[src/rtl/blu_pkg.sv]
`timescale 1ns / 1ps

package blu_pkg;

	// Fixed widths of the stream fields and of the internal datapath.
	localparam int IO_W     = 32;
	localparam int FRAC_W   = 16;
	localparam int ROW_W    = 6;
	localparam int SUM_W    = 50;
	localparam int QUOT_W   = 49;
	localparam int DIV_BITS = 48;

	// Result status codes.
	localparam logic [1:0] STAT_OK         = 2'd0;
	localparam logic [1:0] STAT_ZERO_PIVOT = 2'd1;
	localparam logic [1:0] STAT_TOO_MANY   = 2'd2;
	localparam logic [1:0] STAT_TOO_FEW    = 2'd3;

	// Datapath operations.
	localparam logic [4:0] OP_NOP        = 5'd0;
	localparam logic [4:0] OP_LOAD       = 5'd1;
	localparam logic [4:0] OP_MUL_A_PM2  = 5'd2;
	localparam logic [4:0] OP_ALPHA      = 5'd3;
	localparam logic [4:0] OP_MUL_AL_PM1 = 5'd4;
	localparam logic [4:0] OP_BETA       = 5'd5;
	localparam logic [4:0] OP_MUL_PF1_AL = 5'd6;
	localparam logic [4:0] OP_ACC        = 5'd7;
	localparam logic [4:0] OP_MUL_PF2_A  = 5'd8;
	localparam logic [4:0] OP_NUM        = 5'd9;
	localparam logic [4:0] OP_DIV        = 5'd10;
	localparam logic [4:0] OP_COMMIT     = 5'd11;
	localparam logic [4:0] OP_OUT_ERR    = 5'd12;
	localparam logic [4:0] OP_BS_INIT    = 5'd13;
	localparam logic [4:0] OP_BS_MUL     = 5'd14;
	localparam logic [4:0] OP_BS_SUB     = 5'd15;
	localparam logic [4:0] OP_OUT_SOL    = 5'd16;

	typedef struct packed {
		logic [4:0]       op;
		logic [ROW_W-1:0] addr;
		logic             zero_a;
		logic             zero_b;
		logic             last;
		logic [1:0]       code;
	} blu_cmd_t;

	typedef struct packed {
		logic beta_zero;
		logic div_done;
		logic out_free;
	} blu_stat_t;

endpackage

[src/rtl/blu_ctrl.sv]
`timescale 1ns / 1ps

module blu_ctrl #(
	parameter int MAX_ROWS = 64
) (
	input  logic               clk,
	input  logic               arst_n,
	input  logic               in_valid,
	input  logic               in_last,
	output logic               in_ready,
	output blu_pkg::blu_cmd_t  cmd,
	input  blu_pkg::blu_stat_t stat
);

	localparam int AW = (MAX_ROWS > 1) ? $clog2(MAX_ROWS) : 1;
	localparam int CW = $clog2(MAX_ROWS + 1);

	localparam logic [4:0] S_IDLE    = 5'd0;
	localparam logic [4:0] S_M1      = 5'd1;
	localparam logic [4:0] S_ALPHA   = 5'd2;
	localparam logic [4:0] S_M2      = 5'd3;
	localparam logic [4:0] S_BETA    = 5'd4;
	localparam logic [4:0] S_CHK     = 5'd5;
	localparam logic [4:0] S_M3      = 5'd6;
	localparam logic [4:0] S_ACC     = 5'd7;
	localparam logic [4:0] S_M4      = 5'd8;
	localparam logic [4:0] S_NUM     = 5'd9;
	localparam logic [4:0] S_DIV     = 5'd10;
	localparam logic [4:0] S_WDIV    = 5'd11;
	localparam logic [4:0] S_DECIDE  = 5'd12;
	localparam logic [4:0] S_ERR     = 5'd13;
	localparam logic [4:0] S_BS_RD0  = 5'd14;
	localparam logic [4:0] S_BS_INIT = 5'd15;
	localparam logic [4:0] S_BS_RD   = 5'd16;
	localparam logic [4:0] S_BS_MUL  = 5'd17;
	localparam logic [4:0] S_BS_SUB  = 5'd18;
	localparam logic [4:0] S_EM_RD   = 5'd19;
	localparam logic [4:0] S_EM_OUT  = 5'd20;

	logic [4:0]    state_q;
	logic [CW-1:0] row_cnt_q;
	logic [1:0]    err_q;
	logic [1:0]    code_q;
	logic          last_q;
	logic [AW-1:0] idx_q;
	logic [AW-1:0] bsi_q;
	logic [AW-1:0] emi_q;
	logic [AW-1:0] bsi_m1;
	logic [CW-1:0] tm1;
	logic          accept;
	logic          em_last;
	logic [4:0]    after_row;

	assign in_ready  = (state_q == S_IDLE);
	assign accept    = in_valid && in_ready;
	assign tm1       = row_cnt_q - 1'b1;
	assign bsi_m1    = bsi_q - 1'b1;
	assign em_last   = (CW'(emi_q) == tm1);
	assign after_row = last_q ? S_DECIDE : S_IDLE;

	always_comb begin
		cmd        = '0;
		cmd.op     = blu_pkg::OP_NOP;
		cmd.zero_a = (row_cnt_q < CW'(2));
		cmd.zero_b = (row_cnt_q == '0);
		case (state_q)
			S_IDLE:  if (accept) cmd.op = blu_pkg::OP_LOAD;
			S_M1:    cmd.op = blu_pkg::OP_MUL_A_PM2;
			S_ALPHA: cmd.op = blu_pkg::OP_ALPHA;
			S_M2:    cmd.op = blu_pkg::OP_MUL_AL_PM1;
			S_BETA:  cmd.op = blu_pkg::OP_BETA;
			S_M3:    cmd.op = blu_pkg::OP_MUL_PF1_AL;
			S_ACC:   cmd.op = blu_pkg::OP_ACC;
			S_M4:    cmd.op = blu_pkg::OP_MUL_PF2_A;
			S_NUM:   cmd.op = blu_pkg::OP_NUM;
			S_DIV:   cmd.op = blu_pkg::OP_DIV;
			S_WDIV: begin
				cmd.addr = blu_pkg::ROW_W'(idx_q);
				cmd.last = last_q;
				if (stat.div_done) cmd.op = blu_pkg::OP_COMMIT;
			end
			S_ERR: begin
				cmd.code = code_q;
				if (stat.out_free) cmd.op = blu_pkg::OP_OUT_ERR;
			end
			S_BS_RD0: cmd.addr = blu_pkg::ROW_W'(bsi_q);
			S_BS_INIT: begin
				cmd.addr = blu_pkg::ROW_W'(bsi_q);
				cmd.op   = blu_pkg::OP_BS_INIT;
			end
			S_BS_RD: cmd.addr = blu_pkg::ROW_W'(bsi_m1);
			S_BS_MUL: begin
				cmd.addr = blu_pkg::ROW_W'(bsi_m1);
				cmd.op   = blu_pkg::OP_BS_MUL;
			end
			S_BS_SUB: begin
				cmd.addr = blu_pkg::ROW_W'(bsi_m1);
				cmd.op   = blu_pkg::OP_BS_SUB;
			end
			S_EM_RD: cmd.addr = blu_pkg::ROW_W'(emi_q);
			S_EM_OUT: begin
				cmd.addr = blu_pkg::ROW_W'(emi_q);
				cmd.last = em_last;
				if (stat.out_free) cmd.op = blu_pkg::OP_OUT_SOL;
			end
			default: cmd.op = blu_pkg::OP_NOP;
		endcase
	end

	always_ff @(posedge clk or negedge arst_n) begin
		if (!arst_n) begin
			state_q   <= S_IDLE;
			row_cnt_q <= '0;
			err_q     <= blu_pkg::STAT_OK;
			code_q    <= blu_pkg::STAT_OK;
			last_q    <= 1'b0;
			idx_q     <= '0;
			bsi_q     <= '0;
			emi_q     <= '0;
		end else begin
			case (state_q)
				S_IDLE: begin
					if (accept) begin
						last_q <= in_last;
						idx_q  <= row_cnt_q[AW-1:0];
						if (row_cnt_q >= CW'(MAX_ROWS)) begin
							if (err_q == blu_pkg::STAT_OK) err_q <= blu_pkg::STAT_TOO_MANY;
							state_q <= in_last ? S_DECIDE : S_IDLE;
						end else begin
							row_cnt_q <= row_cnt_q + 1'b1;
							if (err_q != blu_pkg::STAT_OK)
								state_q <= in_last ? S_DECIDE : S_IDLE;
							else
								state_q <= S_M1;
						end
					end
				end
				S_M1:    state_q <= S_ALPHA;
				S_ALPHA: state_q <= S_M2;
				S_M2:    state_q <= S_BETA;
				S_BETA:  state_q <= S_CHK;
				S_CHK: begin
					if (stat.beta_zero) begin
						err_q   <= blu_pkg::STAT_ZERO_PIVOT;
						state_q <= after_row;
					end else begin
						state_q <= S_M3;
					end
				end
				S_M3:  state_q <= S_ACC;
				S_ACC: state_q <= S_M4;
				S_M4:  state_q <= S_NUM;
				S_NUM: state_q <= S_DIV;
				S_DIV: state_q <= S_WDIV;
				S_WDIV: if (stat.div_done) state_q <= after_row;
				S_DECIDE: begin
					if (row_cnt_q < CW'(2)) begin
						code_q  <= blu_pkg::STAT_TOO_FEW;
						state_q <= S_ERR;
					end else if (err_q != blu_pkg::STAT_OK) begin
						code_q  <= err_q;
						state_q <= S_ERR;
					end else begin
						bsi_q   <= tm1[AW-1:0];
						state_q <= S_BS_RD0;
					end
				end
				S_ERR: begin
					if (stat.out_free) begin
						row_cnt_q <= '0;
						err_q     <= blu_pkg::STAT_OK;
						state_q   <= S_IDLE;
					end
				end
				S_BS_RD0:  state_q <= S_BS_INIT;
				S_BS_INIT: state_q <= S_BS_RD;
				S_BS_RD:   state_q <= S_BS_MUL;
				S_BS_MUL:  state_q <= S_BS_SUB;
				S_BS_SUB: begin
					bsi_q <= bsi_m1;
					if (bsi_m1 == '0) begin
						emi_q   <= '0;
						state_q <= S_EM_RD;
					end else begin
						state_q <= S_BS_RD;
					end
				end
				S_EM_RD: state_q <= S_EM_OUT;
				S_EM_OUT: begin
					if (stat.out_free) begin
						if (em_last) begin
							row_cnt_q <= '0;
							err_q     <= blu_pkg::STAT_OK;
							state_q   <= S_IDLE;
						end else begin
							emi_q   <= emi_q + 1'b1;
							state_q <= S_EM_RD;
						end
					end
				end
				default: state_q <= S_IDLE;
			endcase
		end
	end

`ifndef SYNTHESIS
	a_out_load_free: assert property (@(posedge clk) disable iff (!arst_n)
		(cmd.op == blu_pkg::OP_OUT_SOL || cmd.op == blu_pkg::OP_OUT_ERR) |-> stat.out_free)
		else $error("result loaded into a full output register");

	a_row_cnt_bound: assert property (@(posedge clk) disable iff (!arst_n)
		row_cnt_q <= CW'(MAX_ROWS))
		else $error("row count beyond the row limit");

	a_first_err_wins: assert property (@(posedge clk) disable iff (!arst_n)
		(err_q != blu_pkg::STAT_OK && state_q != S_ERR) |=> (err_q == $past(err_q)))
		else $error("held error code replaced");

	a_clear_after_last: assert property (@(posedge clk) disable iff (!arst_n)
		(cmd.op == blu_pkg::OP_OUT_SOL && cmd.last) |=> (row_cnt_q == '0 && state_q == S_IDLE))
		else $error("system state not cleared after final result");
`endif

endmodule
[config.mk]
export PLATFORM = sky130hd
export DESIGN_NAME = blu_ctrl
export DESIGN_NICKNAME = d
export VERILOG_FILES = /design/src/rtl/blu_pkg.sv /design/src/rtl/blu_ctrl.sv
export SDC_FILE = /design/constraint.sdc
export NUM_CORES = 1
export LEC_CHECK = 0
export BUFFER_PORTS_ARGS = -buffer_cell sky130_fd_sc_hd__clkbuf_2
export CAP_MARGIN = 25
export CORE_UTILIZATION = 50
export CTS_BUF_LIST = sky130_fd_sc_hd__clkbuf_8
export DETAILED_ROUTE_END_ITERATION = 8
export GPL_TIMING_DRIVEN = 0
export PLACE_DENSITY = 0.8
export SLEW_MARGIN = 20
export SYNTH_ARGS = -nofsm -noshare
export SYNTH_HDL_FRONTEND = slang
export SYNTH_SLANG_ARGS = --single-unit
export TNS_END_PERCENT = 1
[constraint.sdc]
create_clock -name clk -period 2.7 [get_ports clk]
set_input_delay 0.135 -clock clk [delete_from_list [all_inputs] [get_ports clk]]
set_output_delay 0.135 -clock clk [all_outputs]
set_load 0.01 [all_outputs]
==> results.tsv <==
metric	value	unit
status	finished clean	
Pins Over Slew Limit	0	
chip height	77.1	um
Setup Crit Path Kind	reg -> out	
Reg area	877	um^2
max-cap violation count	0	
DR iter-0 viols	308	
Synth Register Bits	35	
# setup viols final	0	
CTS tree	done	
RR Startpoint	row_cnt_q[0]$_DFFE_PN0P_	
asr flop ratio synth	100	%
Worst Setup End Kind	primary output	
DRC Markers	0	
DR vias	2731	
most frequent cells in the layout	nand2_1 (41), dfrtp_1 (34), o21ai_0 (32), nor2_1 (24), clkbuf_2 (23)	
worst slew pin tran	0.629	ns
gr usage total	26.9	%
crit start category	flip-flop	
total power	0.00309	W
Routed Antenna Nets	0	
Hold Crit Depth	3	
vias in the first global route	2518	
commonest non-fill, non-tap cell in the layout	nand2_1	
layout cells sized above 1	16.4	%
Hold/Removal Path Class	in -> reg	
Clk pin slew, worst setup/hold paths	0.07	ns
Worst Skew	0.00716	ns
Buffers on Ports	23	
Top FF cell, synth	dfrtp_1	
routed len/inst	16.8	um
first-pass GRT wire length	12500	um
crit path time final	2.54	ns
io pins	24	
part of the cycle the worst path needs	94.1	%
row cnt	26	
Pwr Density	973	mW/mm^2
Yosys cell types	71	
CTS buffer count	5	
sequential cell area fraction in the yosys report	31.1	%
hold_sp	in_last	
H-tree Lvls	2	
Slew HR	57.9	%
Final nets	384	
post-synthesis cell area	0.00282	mm^2
clk buf depth	2	
Die Width	77.1	um
Syn Inst Count	340	
core footprint	0.00527	mm^2
worst reg2reg setup slack	0.17	ns
area of the multi-input gates	0.00181	mm^2
initial cell density of the core	53.5	%
clk sinks	35	
ant diodes	0	
clock root buffer	clkbuf_8	
sink of the worst hold path	last_q$_DFFE_PN0P_	
filler cell count	483	
largest net degree at the start of global routing	36	
Worst Path Arrival	2.41	ns
initial antenna violation count	0	
final worst slack	0.159	ns
CP max FO	7	
slowest cell delay on critical path	0.48	ns
Final Wtd Congestion	0.975	
clock insertion delay at the later pin of the skew report	0.29	ns
maximum clock frequency	394	MHz
EDFF count, synth	0	
critical path required time	2.57	ns
DRT Wirelength	7450	um
crit path max-delay cell type	dfrtp_2	
Avg Inst Size Synth	8.29	um^2
grt total ovfl	0	
R2R depth	8	
Detailed Place HPWL	5460	um
Area Growth Syn to Fin	12.7	%
final setup TNS	0	ns
Lkg Pwr	1.43	nW
final hold violation count	0	
VDD IR max	0.447	mV
critical path cell sequence	inv_1 -> ha_1 -> nor3b_4 -> xnor2_1 -> nand4b_4 -> or3_1 -> nand2_1 -> clkbuf_2	
DP Worst Slack	-0.0445	ns
drt via density	6.16	
Pre-Repair DR Iteration Count	6	
die area	0.00594	mm^2
synth warn	0	
Mapped Nets	352	
RR Endpoint	row_cnt_q[4]$_DFFE_PN0P_	
-- critical path: cells and delay by family, from the launching register on --
kind | cells | cell delay [ns]
xor+xnor | 1 | 0.21
buf+inv | 2 | 0.24
flops | 1 | 0.48
fa+ha+maj | 1 | 0.25
simple gates | 4 | 0.94
-- layout make-up --
type	count	share of cell area (%)
clock buffers	5	2.17
clock inverters	3	0.394
inverters	15	1.77
well taps	70	2.76
flip-flops and latches	35	27.6
plain buffers	22	3.51
multi-input cells	268	57.0
repair buffers	25	4.81
-- layer usage --
metal | track usage, % | wire length, um | up-vias | part of all wire (%)
li1 | - | - | 1310 | -
met1 | 37.9 | 3440 | 1307 | 46
met2 | 41.8 | 3430 | 99 | 46
met3 | 4.52 | 431 | 15 | 5.8
met4 | 8.68 | 146 | 0 | 2.0
met5 | 0 | 0 | - | 0
-- stage by stage --
step,util [%],instances,area [um^2],hold WS (ns)
floorplan,-,340,2820,-0.161
global placement,57.3,433,3020,0.317
detailed placement,57.3,433,3020,0.319
CTS,59.1,441,3120,0.00258
global route,60.3,443,3180,0.142
finish,60.3,443,3180,0.107
-- worst max path at each step --
stage,depth (start not counted),to,startpoint
floorplan,8,row_cnt_q[4]$_DFFE_PN0P_,row_cnt_q[0]$_DFFE_PN0P_
global placement,8,row_cnt_q[4]$_DFFE_PN0P_,row_cnt_q[0]$_DFFE_PN0P_
detailed placement,8,row_cnt_q[4]$_DFFE_PN0P_,row_cnt_q[0]$_DFFE_PN0P_
CTS,8,cmd[2],row_cnt_q[0]$_DFFE_PN0P_
global route,8,cmd[2],row_cnt_q[0]$_DFFE_PN0P_
finish,8,cmd[2],row_cnt_q[0]$_DFFE_PN0P_
-- registers in the layout (all words and copies together) (netlist names) --
register,cells
emi_q,6
bsi_q,6
err_q,2
row_cnt_q,7
idx_q,6
code_q,2
last_q,1
state_q,5
-- cell families (layout without fill, tap and decap cells) --
group	after synthesis	after routing	synth area share, %
AND/OR/NAND/NOR	136	136	26.5
multiplexers	5	5	2.00
XOR/XNOR	17	17	6.57
AO/OA/AOI/OAI	105	105	25.7
adder cells (fa/ha/maj)	5	5	2.22
buffers and inverters	37	70	5.95
flip-flops	35	35	31.1
-- power by group --
part           switching (W)  leakage [nW]  internal [W]  total [W]
Combinational        0.00105         0.951      0.000750    0.00180
Sequential          0.000215         0.433      0.000706   0.000921
Clock               0.000194        0.0505      0.000174   0.000367
Total                0.00146          1.43       0.00163    0.00309
-- timing repair --
item / 4_1_cts / 5_1_grt
hold buffers: 0 / 1
setup buffers: 0 / 0
hold endpoints to repair: 0 / 12
endpoints found under the setup margin: 2 / 4
gates resized for setup: 2 / 4
-- synthesized netlist by cell type (5+ instances only) --
library cell	n	share of area [%]
nor3b_1	5	1.3
or3_1	5	1.1
o211ai_1	6	1.6
clkbuf_1	12	1.6
nor3_1	9	1.6
nand2_1	41	5.5
o22ai_1	5	1.1
xor2_1	6	1.9
nand2b_1	6	1.3
xnor2_1	8	2.5
nand3_1	14	2.5
mux2_2	5	2.0
inv_1	15	2.0
ha_1	5	2.2
buf_2	5	0.89
a21oi_1	16	2.8
nor2_1	24	3.2
dfrtp_1	35	31
o21ai_0	32	5.7
No activity file was read; power rests on OpenSTA's default activity.
